## src/hw/rtl/hsd_pkg.sv

```systemverilog
// ----------------------------------------------------------------------------
// hsd_pkg: shared types and constants of the Huffman symbol decoder
// Item and result structs, opcodes, controller states, control/status groups
// and the table entry layouts.
// ----------------------------------------------------------------------------
package hsd_pkg;

  localparam int SYMBOL_COUNT    = 256;
  localparam int MAX_CHAIN_STEPS = 256;
  localparam int STEP_W          = $clog2(MAX_CHAIN_STEPS);

  localparam int LOOKUP_DEPTH = 512;
  localparam int LOOKUP_WIDTH = 32;
  localparam int SYMBOL_DEPTH = 512;
  localparam int SYMBOL_WIDTH = 42;

  localparam logic [3:0] SHORT_LEN_MAX = 4'd8;
  localparam logic [7:0] DIST_SYM_LIMIT = 8'd240;
  localparam logic [7:0] DIST_SYM_DIRECT = 8'd16;

  typedef enum logic [2:0] {
    OP_WR_LOOKUP = 3'd0,
    OP_WR_SYMBOL = 3'd1,
    OP_LIT       = 3'd2,
    OP_PAIR      = 3'd3,
    OP_DIST      = 3'd4
  } hsd_opcode_t;

  typedef enum logic [1:0] {
    ST_IDLE,
    ST_LOOK,
    ST_CHAIN,
    ST_FINISH
  } hsd_state_t;

  typedef struct packed {
    logic [2:0]  opcode;
    logic        table_sel;
    logic [7:0]  entry_index;
    logic [31:0] lookup_word;
    logic [14:0] code_bits;
    logic [14:0] code_mask;
    logic [3:0]  code_len;
    logic [7:0]  chain_link;
    logic [63:0] stream_bits;
  } hsd_in_t;

  typedef struct packed {
    logic [7:0]  first_symbol;
    logic [7:0]  second_symbol;
    logic [1:0]  symbol_count;
    logic [31:0] distance_value;
    logic [5:0]  bits_used;
    logic        error;
  } hsd_out_t;

  // first-level lookup entry
  typedef struct packed {
    logic [3:0] pair_len;
    logic [3:0] code_len;
    logic [5:0] rsv_hi;
    logic [8:0] pair_sym;
    logic       rsv_lo;
    logic [7:0] sym;
  } hsd_lk_entry_t;

  // per-symbol chain entry
  typedef struct packed {
    logic [7:0]  link;
    logic [3:0]  len;
    logic [14:0] mask;
    logic [14:0] code;
  } hsd_sym_entry_t;

  typedef struct packed {
    logic lk_wr;
    logic sy_wr;
    logic lk_rd;
    logic take_short;
    logic chain_first;
    logic chain_next;
    logic take_chain;
    logic set_fail;
    logic finish;
  } hsd_cmd_t;

  typedef struct packed {
    logic is_wr_lookup;
    logic is_wr_symbol;
    logic is_decode;
    logic short_path;
    logic match;
    logic steps_last;
  } hsd_status_t;

  function automatic logic sym_in_range(input logic [7:0] s);
    return {1'b0, s} < 9'(SYMBOL_COUNT);
  endfunction

endpackage

```

## src/hw/rtl/hsd_ctrl.sv

```systemverilog
// ----------------------------------------------------------------------------
// hsd_ctrl: decode sequencer
// Steps one decode through lookup, chain walk and result formatting.
// ----------------------------------------------------------------------------
module hsd_ctrl import hsd_pkg::*; (
  input  logic        clk,
  input  logic        rst,
  input  logic        start,
  input  hsd_status_t status,
  output hsd_cmd_t    cmd,
  output logic        busy
);

  hsd_state_t state;
  hsd_state_t state_next;

  always_ff @(posedge clk) begin
    if (rst) begin
      state <= ST_IDLE;
    end else begin
      state <= state_next;
    end
  end

  always_comb begin
    state_next = state;
    cmd        = '0;
    busy       = 1'b1;
    case (state)
      ST_IDLE: begin
        busy = 1'b0;
        if (start) begin
          cmd.lk_wr = status.is_wr_lookup;
          cmd.sy_wr = status.is_wr_symbol;
          if (status.is_decode) begin
            cmd.lk_rd  = 1'b1;
            state_next = ST_LOOK;
          end
        end
      end
      ST_LOOK: begin
        if (status.short_path) begin
          cmd.take_short = 1'b1;
          state_next     = ST_FINISH;
        end else begin
          cmd.chain_first = 1'b1;
          state_next      = ST_CHAIN;
        end
      end
      ST_CHAIN: begin
        if (status.match) begin
          cmd.take_chain = 1'b1;
          state_next     = ST_FINISH;
        end else if (status.steps_last) begin
          cmd.set_fail = 1'b1;
          state_next   = ST_FINISH;
        end else begin
          cmd.chain_next = 1'b1;
        end
      end
      ST_FINISH: begin
        cmd.finish = 1'b1;
        state_next = ST_IDLE;
      end
      default: begin
        state_next = ST_IDLE;
      end
    endcase
  end

endmodule
```

## config.mk

```make
export PLATFORM = sky130hd
export DESIGN_NAME = hsd_ctrl
export DESIGN_NICKNAME = d
export VERILOG_FILES = /design/src/hw/rtl/hsd_pkg.sv /design/src/hw/rtl/hsd_ctrl.sv
export SDC_FILE = /design/constraint.sdc
export NUM_CORES = 1
export LEC_CHECK = 0
export BUFFER_PORTS_ARGS = -buffer_cell sky130_fd_sc_hd__buf_2
export CAP_MARGIN = 10
export CORE_AREA = 3 3 40 42
export DETAILED_ROUTE_END_ITERATION = 12
export DIE_AREA = 0 0 43 45
export GPL_TIMING_DRIVEN = 0
export MAX_ROUTING_LAYER = met4
export SKIP_CTS_REPAIR_TIMING = 1
export SLEW_MARGIN = 10
export SYNTH_ARGS = -nofsm -noshare
export SYNTH_HDL_FRONTEND = slang
export SYNTH_SLANG_ARGS = --single-unit
```

## constraint.sdc

```tcl
create_clock -name clk -period 3.15 [get_ports clk]
set_input_delay 0.1575 -clock clk [delete_from_list [all_inputs] [get_ports clk]]
set_output_delay 0.1575 -clock clk [all_outputs]
set_load 0.1 [all_outputs]
```

# Word-level counts from Yosys, hierarchy flattened
# Index checks and enable logic that the tools add are counted.
# op_classes
eq_ne,6
muxes,20
n_reduce_logical,2
# ops
cell,count
1-bit 2-to-1 mux,11
2-bit 2-to-1 mux,5
3-bit 2-to-1 mux,3
2-bit case mux with 4 select lines,1
2-bit == test (second input constant),2
2-bit inequality test (second input constant),2
3-bit inequality test (second input constant),1
3-bit AND reduction,1
2-bit by 1-bit == test with 1-bit output (second input constant),1
2-bit logical NOT,1
# totals
regBits,2
wordCells,29

# Logic depth before layout (Yosys ltp)
# Gate-level depths: netlist of run 1.
# depth
ltp_word,3
depth_mapped,5
mapped_depth_nobuf,5

# Worst setup path before layout of run 1
# Ideal clock, no wire load.
# synth_timing
path_type,register to output
from,register state[1]
to,output cmd[4] in the netlist's numbering
arrival_ns,1.925
t_required_ns,2.992
slack_ns,1.068
path_stages_with_launch,4
path_buffers,0
path_cell_list,dfxtp_1 inv_1 ha_1 nor2b_1
# synth_rtl
element,line,text
"start, declared",hsd_ctrl.sv:14,hsd_state_t state;
"start signal, assigned",hsd_ctrl.sv:21,state <= state_next;
"end, declared",hsd_ctrl.sv:10,"output hsd_cmd_t cmd,"

==> run_results.csv, run 1 <==
group,metric,value,unit
floorplanning,core_area,0.00128,mm2
yosys,yosys_warnings,0,
worst_setup_path,crit_family,"buffers and inverters",
finish,final_nets,65,
yosys,synth_ff_type,"dfxtp_1",
finish,largest_reg_flops,2,
global_route,grt_antenna_before_repair,0,
yosys,synth.most_common_cell,"ha_1",
sta,maxSlewHeadroom,67.8,%
worst_setup_path,ff2ff_setup_slack,1.59,ns
run,cap_violations,0,
yosys,mappedNetlistNets,42,
floorplanning,dieHeight,45,um
yosys,synth_area,255,um2
place,dp_hpwl,494,um
clock_tree,cts_tree,"done",
global_route,grt_pass1_wl,931,um
worst_setup_path,cp_common_cell,"inv_1",
worst_setup_path,crit_slowest_cell,"or3b_4",
sta,hold_violations,0,
sta,min_period_over_period,61.5,%
yosys,syn_area_per_cell,9.12,um2
detailed_routing,drtIter0Drc,0,
place,portBuffers,18,
sta,finalSetupTns,0,ns
finish,top_regs,"state x2",
global_route,overflow,0,
detailed_routing,drc_errors,0,
floorplanning,dieArea,0.00194,mm2
place,place_congestion,0.665,
worst_setup_path,cp-end-kind,"output port",
global_route,grt_pass1_vias,237,
finish,final_util,30.1,%
detailed_routing,wl_per_cell,9.17,um
clock_tree,insertion_delay,0.23,ns
floorplanning,die_x,43,um
hold_path,min_path_type,"primary input to flip-flop",
sta,holdWs,0.110,ns
floorplanning,initial_utilization,19.9,%
detailed_routing,routed_wirelength,587,um
detailed_routing,ant_nets,0,
yosys,netlist_instances,28,
worst_setup_path,cp.required,2.99,ns
sta,grt_setup_unrepaired,"no",
sta,setup_viol,0,
yosys,yosys.area.top_type,"ha_1",
finish,largest-register,"state",
yosys,yosys-top-cells-area,"ha_1, dfxtp_1, and3_1, a221oi_2, inv_1",
clock_tree,numClockSinks,2,
finish,area_growth_syn_to_layout,51.5,%
clock_tree,htreeDepth,1,
detailed_routing,num_vias,268,
sta,clock.fmax,516,MHz
detailed_routing,drt-vias-per-instance,4.19,
global_route,grt_max_degree,7,
yosys,synth_top_area_share,24.5,%
worst_setup_path,slowest_delay,0.41,ns
detailed_routing,drtPass1Iterations,1,
yosys,yosysSeqAreaShare,15.7,%
worst_setup_path,worstPathArrival,1.78,ns
yosys,synthTopCellsByCount,"ha_1, inv_1, and3_1",
clock_tree,root_buffer,"clkbuf_4",
worst_setup_path,path_cells,"inv_1, ha_1, or3b_4, inv_1, buf_2",
status,outcome,"finished clean",
worst_setup_path,crit_type,"flip-flop to output port",
worst_setup_path,critical_path_buf_inv_count,3,
yosys,ys_types,18,
yosys,synth_seq_cells,2,
floorplanning,rows,13,
floorplanning,ios,19,
finish,antenna_cells,0,
sta,worst_slew_pin_slew,0.487,ns
yosys,synth_edf_count,0,
worst_setup_path,start_kind,"flip-flop",
global_route,track_usage,7.44,%
sta,min_period,1.94,ns
yosys,async_flop_share,0,%
finish,drive_gt1_share,57.1,%
sta,finClkSkew,0.00692,ns
sta,slew_viol_final,0,
worst_setup_path,cp_max_fo,5,
clock_tree,cts_made_buffers,3,
clock_tree,clk_path_buf_depth,2,
clock_tree,clk_pin_slew_worst_paths,0.03,ns
## cell type report
type,instances,area [um2]
Inverter,4,15.0
Sequential cell,2,40.0
Multi-Input combinational cell,22,200
Tap cell,15,18.8
Clock buffer,3,22.5
Fill cell,145,898
Timing Repair Buffer,18,90.1
## placed cells by master (no fill, tap or decap), types with 2 or more instances in the layout
cell	count
buf_2	18
and3_1	3
inv_1	4
clkbuf_4	3
dfxtp_1	2
ha_1	5
## through the flow
step / cell area (um2) / cells / setup slack, ns
after global routing: 387 / 64 / 1.08
after floorplan: 255 / 28 / 1.07
after CTS: 387 / 64 / 1.20
after detailed placement: 364 / 61 / 1.45
final: 387 / 64 / 1.21
after global placement: 364 / 61 / 1.46
## path summary, 6_finish.rpt
check,from,endpoint,depth (start not counted)
max,state[0],cmd[3],5
min,rst,state[0],2
max reg2reg,state[0],state[0],5
min reg2reg,state[0],state[0],2
## metal layers
layer | up-vias | global-route usage, % | share of wire [%]
li1 | 142 | - | -
met1 | 110 | 6.94 | 39
met2 | 14 | 9.58 | 46
met3 | 2 | 4.38 | 13
met4 | 0 | 9.04 | 2.9
met5 | - | - | 0
## cell families (layout without fill, tap and decap cells)
group | Yosys count | after routing | share of synthesized area (%)
and+or+nand+nor | 13 | 13 | 39.2
adders and majority gates | 5 | 5 | 24.5
AOI/OAI and AO/OA | 4 | 4 | 14.7
buffers and inverters | 4 | 25 | 5.88
DFF | 2 | 2 | 15.7
Power of run 1 is left out: the tool's default activity adds up to more than one toggle a clock period on the data nets, which glitch-free logic cannot reach.
==> run 2: changes to the inputs <==
==> constraint.sdc (replaced) <==
create_clock -name clk -period 2 [get_ports clk]
set_input_delay 0.1 -clock clk [delete_from_list [all_inputs] [get_ports clk]]
set_output_delay 0.1 -clock clk [all_outputs]
set_load 0.1 [all_outputs]
==> run 2 against run 1 <==
Net effect:
- count of clock-buffer cells in the layout unchanged
- core utilization up 0.39 points
- wire length down 0.34%
- worst hold slack worse by 0.048 ns
- critical path depth unchanged
- clock skew down 0.0050 ns
- register-to-register slack worse by 1.2 ns
- via count up 2.6%
- global-route usage down 0.34 points
- cell area up 1.3%
- final cell count unchanged
- critical endpoint unchanged
- largest cell class unchanged
==> run_results.csv, run 2 (synthesized netlist as in run 1, its figures left out) <==
group,metric,value,unit
clock_tree,cts_made_buffers,3,
worst_setup_path,ff2ff_setup_slack,0.44,ns
finish,layout.cells.most_common_list,"buf_2, ha_1, inv_1, clkbuf_4, and3_1",
finish,final_nets,65,
global_route,overflow,0,
worst_setup_path,cp.required,1.90,ns
hold_path,hold_end,"state[0]",
floorplanning,die_x,43,um
run,cap_violations,0,
floorplanning,core_area,0.00128,mm2
worst_setup_path,worstPathArrival,1.69,ns
clock_tree,htreeDepth,1,
global_route,track_usage,7.11,%
floorplanning,ios,19,
finish,area_growth_syn_to_layout,53.4,%
finish,top_regs,"state x2",
floorplanning,dieHeight,45,um
detailed_routing,drtPass1Iterations,2,
global_route,grt_antenna_before_repair,0,
global_route,grt_max_degree,7,
finish,drive_gt1_share,59.2,%
place,dp_hpwl,503,um
hold_path,min_from,"rst",
finish,layout_commonest_cell,"buf_2",
sta,clock.fmax,560,MHz
clock_tree,cts_tree,"done",
sta,min_period,1.79,ns
sta,slew_viol_final,0,
worst_setup_path,reg2reg_from,"state[0]",
sta,setup_viol,0,
sta,grt_setup_unrepaired,"no",
global_route,grt_pass1_vias,257,
worst_setup_path,reg2reg_to,"state[0]",
status,outcome,"finished clean",
detailed_routing,drt-vias-per-instance,4.30,
sta,finClkSkew,0.00196,ns
place,portBuffers,18,
worst_setup_path,crit_type,"flip-flop to output port",
clock_tree,insertion_delay,0.22,ns
worst_setup_path,cp-end-kind,"output port",
floorplanning,initial_utilization,19.9,%
worst_setup_path,start_kind,"flip-flop",
detailed_routing,drc_errors,0,
finish,antenna_cells,0,
global_route,grt_pass1_wl,945,um
detailed_routing,drtIter0Drc,4,
clock_tree,clk_pin_slew_worst_paths,0.03,ns
finish,largest-register,"state",
detailed_routing,ant_nets,0,
detailed_routing,wl_per_cell,9.14,um
clock_tree,clk_path_buf_depth,2,
sta,layout_setup_ws,0.215,ns
finish,fin_area,392,um2
hold_path,min_path_type,"primary input to flip-flop",
sta,hold_violations,0,
sta,maxSlewHeadroom,67.7,%
place,place_area,367,um2
hold_path,hold_depth,2,
floorplanning,rows,13,
floorplanning,dieArea,0.00194,mm2
detailed_routing,routed_wirelength,585,um
clock_tree,root_buffer,"clkbuf_4",
place,place_congestion,0.659,
sta,min_period_over_period,89.3,%
detailed_routing,num_vias,275,
sta,worst_slew_pin_slew,0.487,ns
worst_setup_path,r2r.worst_path.cells,5,
sta,finalSetupTns,0,ns
clock_tree,numClockSinks,2,
finish,largest_reg_flops,2,
worst_setup_path,cp_max_fo,5,
place,place_ws,0.341,ns
run 2: final cells by class:
class                           count  area, um2
Fill cell                         143        893
Multi-Input combinational cell     22        203
Timing Repair Buffer               18       92.6
Sequential cell                     2       40.0
Clock buffer                        3       22.5
Tap cell                           15       18.8
Inverter                            4       15.0
run 2: how the worst max path moves through the flow:
stage,startpoint,end,slack [ns],depth (start not counted)
final,state[0],cmd[3],0.21,5
after floorplan,state[1],state[0],0.18,5
after global placement,state[0],cmd[3],0.36,5
after global routing,state[0],cmd[3],0.09,5
after detailed placement,state[0],cmd[3],0.34,5
after CTS,state[0],cmd[3],0.1,5
run 2: worst max-delay path: stages (launching register included):
cell and delay [ns]:
dfxtp_1 0.31, inv_1 0.16, ha_1 0.20, or3b_4 0.41, inv_1 0.06, clkbuf_4 0.32
run 2: per-layer routing:
metal / up-vias / global-route usage, % / wire, um
li1: 143 / - / -
met1: 120 / 6.24 / 234
met2: 12 / 11.4 / 284
met3: 0 / 5.18 / 66
met4: 0 / 3.61 / 0
met5: - / - / 0
run 2: through the flow:
step,utilization (%),instances,hold slack (ns)
3_3_place_gp,28.5,61,0.283
6_report,30.5,64,0.0615
3_5_place_dp,28.5,61,0.297
2_1_floorplan,-,28,0.166
4_1_cts,30.3,64,0.0553
5_1_grt,30.5,64,0.0557
Power of run 2 is left out for the same reason.
==> run 3: changes to the inputs <==
--- a/config.mk
+++ b/config.mk
@@ -5,6 +5,7 @@
 export SDC_FILE = /design/constraint.sdc
 export NUM_CORES = 1
 export LEC_CHECK = 0
+export ABC_AREA = 1
 export BUFFER_PORTS_ARGS = -buffer_cell sky130_fd_sc_hd__buf_2
 export CAP_MARGIN = 10
 export CORE_AREA = 3 3 40 42
==> run 3 against run 2 <==
Net effect:
- critical path depth fell by 1
- cell area fell by 1.6%
- non-clock buffer count did not move
- critical endpoint is now cmd[1]
- highest routed layer unchanged
==> run_results.csv, run 3 <==
group,metric,value,unit
detailed_routing,drtIter0Drc,2,
yosys,yosys-top-cells-area,"ha_1, inv_1, nand2_1, dfxtp_1, nor2_1",
hold_path,hold_depth,4,
sta,worst_slew_pin_slew,0.487,ns
worst_setup_path,cp-end-kind,"output port",
clock_tree,cts_made_buffers,3,
detailed_routing,wl_per_cell,6.97,um
sta,min_period_over_period,80.5,%
hold_path,min_path_type,"primary input to flip-flop",
run,cap_violations,0,
yosys,synth_edf_count,0,
sta,setup_viol,0,
clock_tree,cts_tree,"done",
global_route,grt_antenna_before_repair,0,
worst_setup_path,worstPathArrival,1.51,ns
finish,layout_commonest_cell,"buf_2",
yosys,synth_top_family_by_area,"simple AND/OR/NAND/NOR gates",
floorplanning,ios,19,
sta,layout_setup_ws,0.389,ns
clock_tree,root_buffer,"clkbuf_4",
yosys,synth_seq_cells,2,
sta,holdWs,0.121,ns
yosys,netlist_instances,43,
yosys,yosys.area.top_type,"ha_1",
finish,antenna_cells,0,
sta,hold_violations,0,
global_route,track_usage,7.62,%
yosys,synth_area,254,um2
global_route,grt_pass1_vias,290,
worst_setup_path,crit_type,"flip-flop to output port",
yosys,synthAdderAreaFrac,24.6,%
finish,final_nets,80,
floorplanning,core_area,0.00128,mm2
place,place_ws,0.616,ns
yosys,syn_area_per_cell,5.91,um2
yosys,synth_top_area_share,24.6,%
floorplanning,initial_utilization,19.8,%
finish,drive_gt1_share,37.5,%
floorplanning,die_x,43,um
finish,layout.cells.most_common_list,"buf_2, inv_1, nand2_1",
hold_path,hold_end,"state[1]",
global_route,grt_max_degree,6,
yosys,synthTopCellsByCount,"inv_1, nand2_1, nor2_1",
yosys,synth_ff_type,"dfxtp_1",
worst_setup_path,ff2ff_setup_slack,0.84,ns
clock_tree,insertion_delay,0.22,ns
worst_setup_path,r2r.worst_path.cells,6,
finish,top_regs,"state x2",
finish,largest-register,"state",
yosys,synth.most_common_cell,"inv_1",
clock_tree,clk_pin_slew_worst_paths,0.03,ns
detailed_routing,num_vias,296,
worst_setup_path,cp_max_fo,5,
finish,area_growth_syn_to_layout,51.7,%
detailed_routing,drtPass1Iterations,3,
detailed_routing,drc_errors,0,
sta,finalSetupTns,0,ns
floorplanning,dieArea,0.00194,mm2
yosys,yosys_warnings,0,
finish,final_util,30.0,%
yosys,yosysSeqAreaShare,15.8,%
yosys,synth_xor_area_share,0,%
place,dp_hpwl,484,um
yosys,mappedNetlistNets,57,
worst_setup_path,reg2reg_to,"state[0]",
clock_tree,clk_path_buf_depth,2,
yosys,async_flop_share,0,%
detailed_routing,drt-vias-per-instance,3.75,
floorplanning,dieHeight,45,um
yosys,synthMuxAreaShare,0,%
worst_setup_path,reg2reg_from,"state[0]",
floorplanning,rows,13,
place,place_congestion,0.694,
sta,min_period,1.61,ns
detailed_routing,routed_wirelength,551,um
worst_setup_path,start_kind,"flip-flop",
place,portBuffers,18,
yosys,ys_types,9,
global_route,overflow,0,
sta,grt_setup_unrepaired,"no",
finish,largest_reg_flops,2,
yosys,synth_simple_gate_area_share,39.9,%
clock_tree,numClockSinks,2,
detailed_routing,ant_nets,0,
hold_path,min_from,"rst",
yosys,synth_compound_area_share,1.97,%
sta,maxSlewHeadroom,67.7,%
sta,finClkSkew,0.00322,ns
status,outcome,"finished clean",
sta,slew_viol_final,0,
worst_setup_path,cp.required,1.90,ns
clock_tree,htreeDepth,1,
global_route,grt_pass1_wl,1.04,mm
sta,clock.fmax,621,MHz
-- run 3: how the worst max path moves through the flow --
| stage | start | endpoint | slack, ns | depth (start not counted) |
|---|---|---|---|---|
| after floorplan | state[0] | cmd[6] | -0.06 | 4 |
| after global placement | state[0] | cmd[6] | 0.63 | 5 |
| after detailed placement | state[0] | cmd[6] | 0.62 | 5 |
| after CTS | state[0] | cmd[6] | 0.37 | 5 |
| after global routing | state[0] | cmd[6] | 0.28 | 5 |
| final | state[0] | cmd[1] | 0.39 | 4 |
-- run 3: final cells by class --
class	count	area, um2
multi-input cells	29	169
clock buffers	3	22.5
flip-flops and latches	2	40.0
well taps	15	18.8
repair buffers	18	90.1
fillers	153	900
inverters	12	45.0
-- run 3: cells by family after synthesis --
family / Yosys count
simple gates: 23
flops: 2
fa+ha+maj: 5
buf+inv: 12
compound gates: 1
-- run 3: worst max-delay path: stages (launching register included) --
cell     delay (ns)
dfxtp_1        0.32
inv_1          0.14
ha_1           0.22
and3b_2        0.19
buf_2          0.42
-- run 3: routing by layer --
| layer | GRT usage, % | up-vias | share of wire [%] |
|---|---|---|---|
| met5 | - | - | 0 |
| met4 | 7.23 | 0 | 0 |
| met3 | 2.79 | 0 | 8.3 |
| met2 | 12.9 | 8 | 56 |
| met1 | 6.47 | 124 | 35 |
| li1 | - | 164 | - |
-- run 3: through the flow --
step	cells	area (um2)
floorplan	43	254
global placement	76	363
detailed placement	76	363
CTS	79	385
global route	79	385
finish	79	385
Power of run 3 is left out for the same reason.
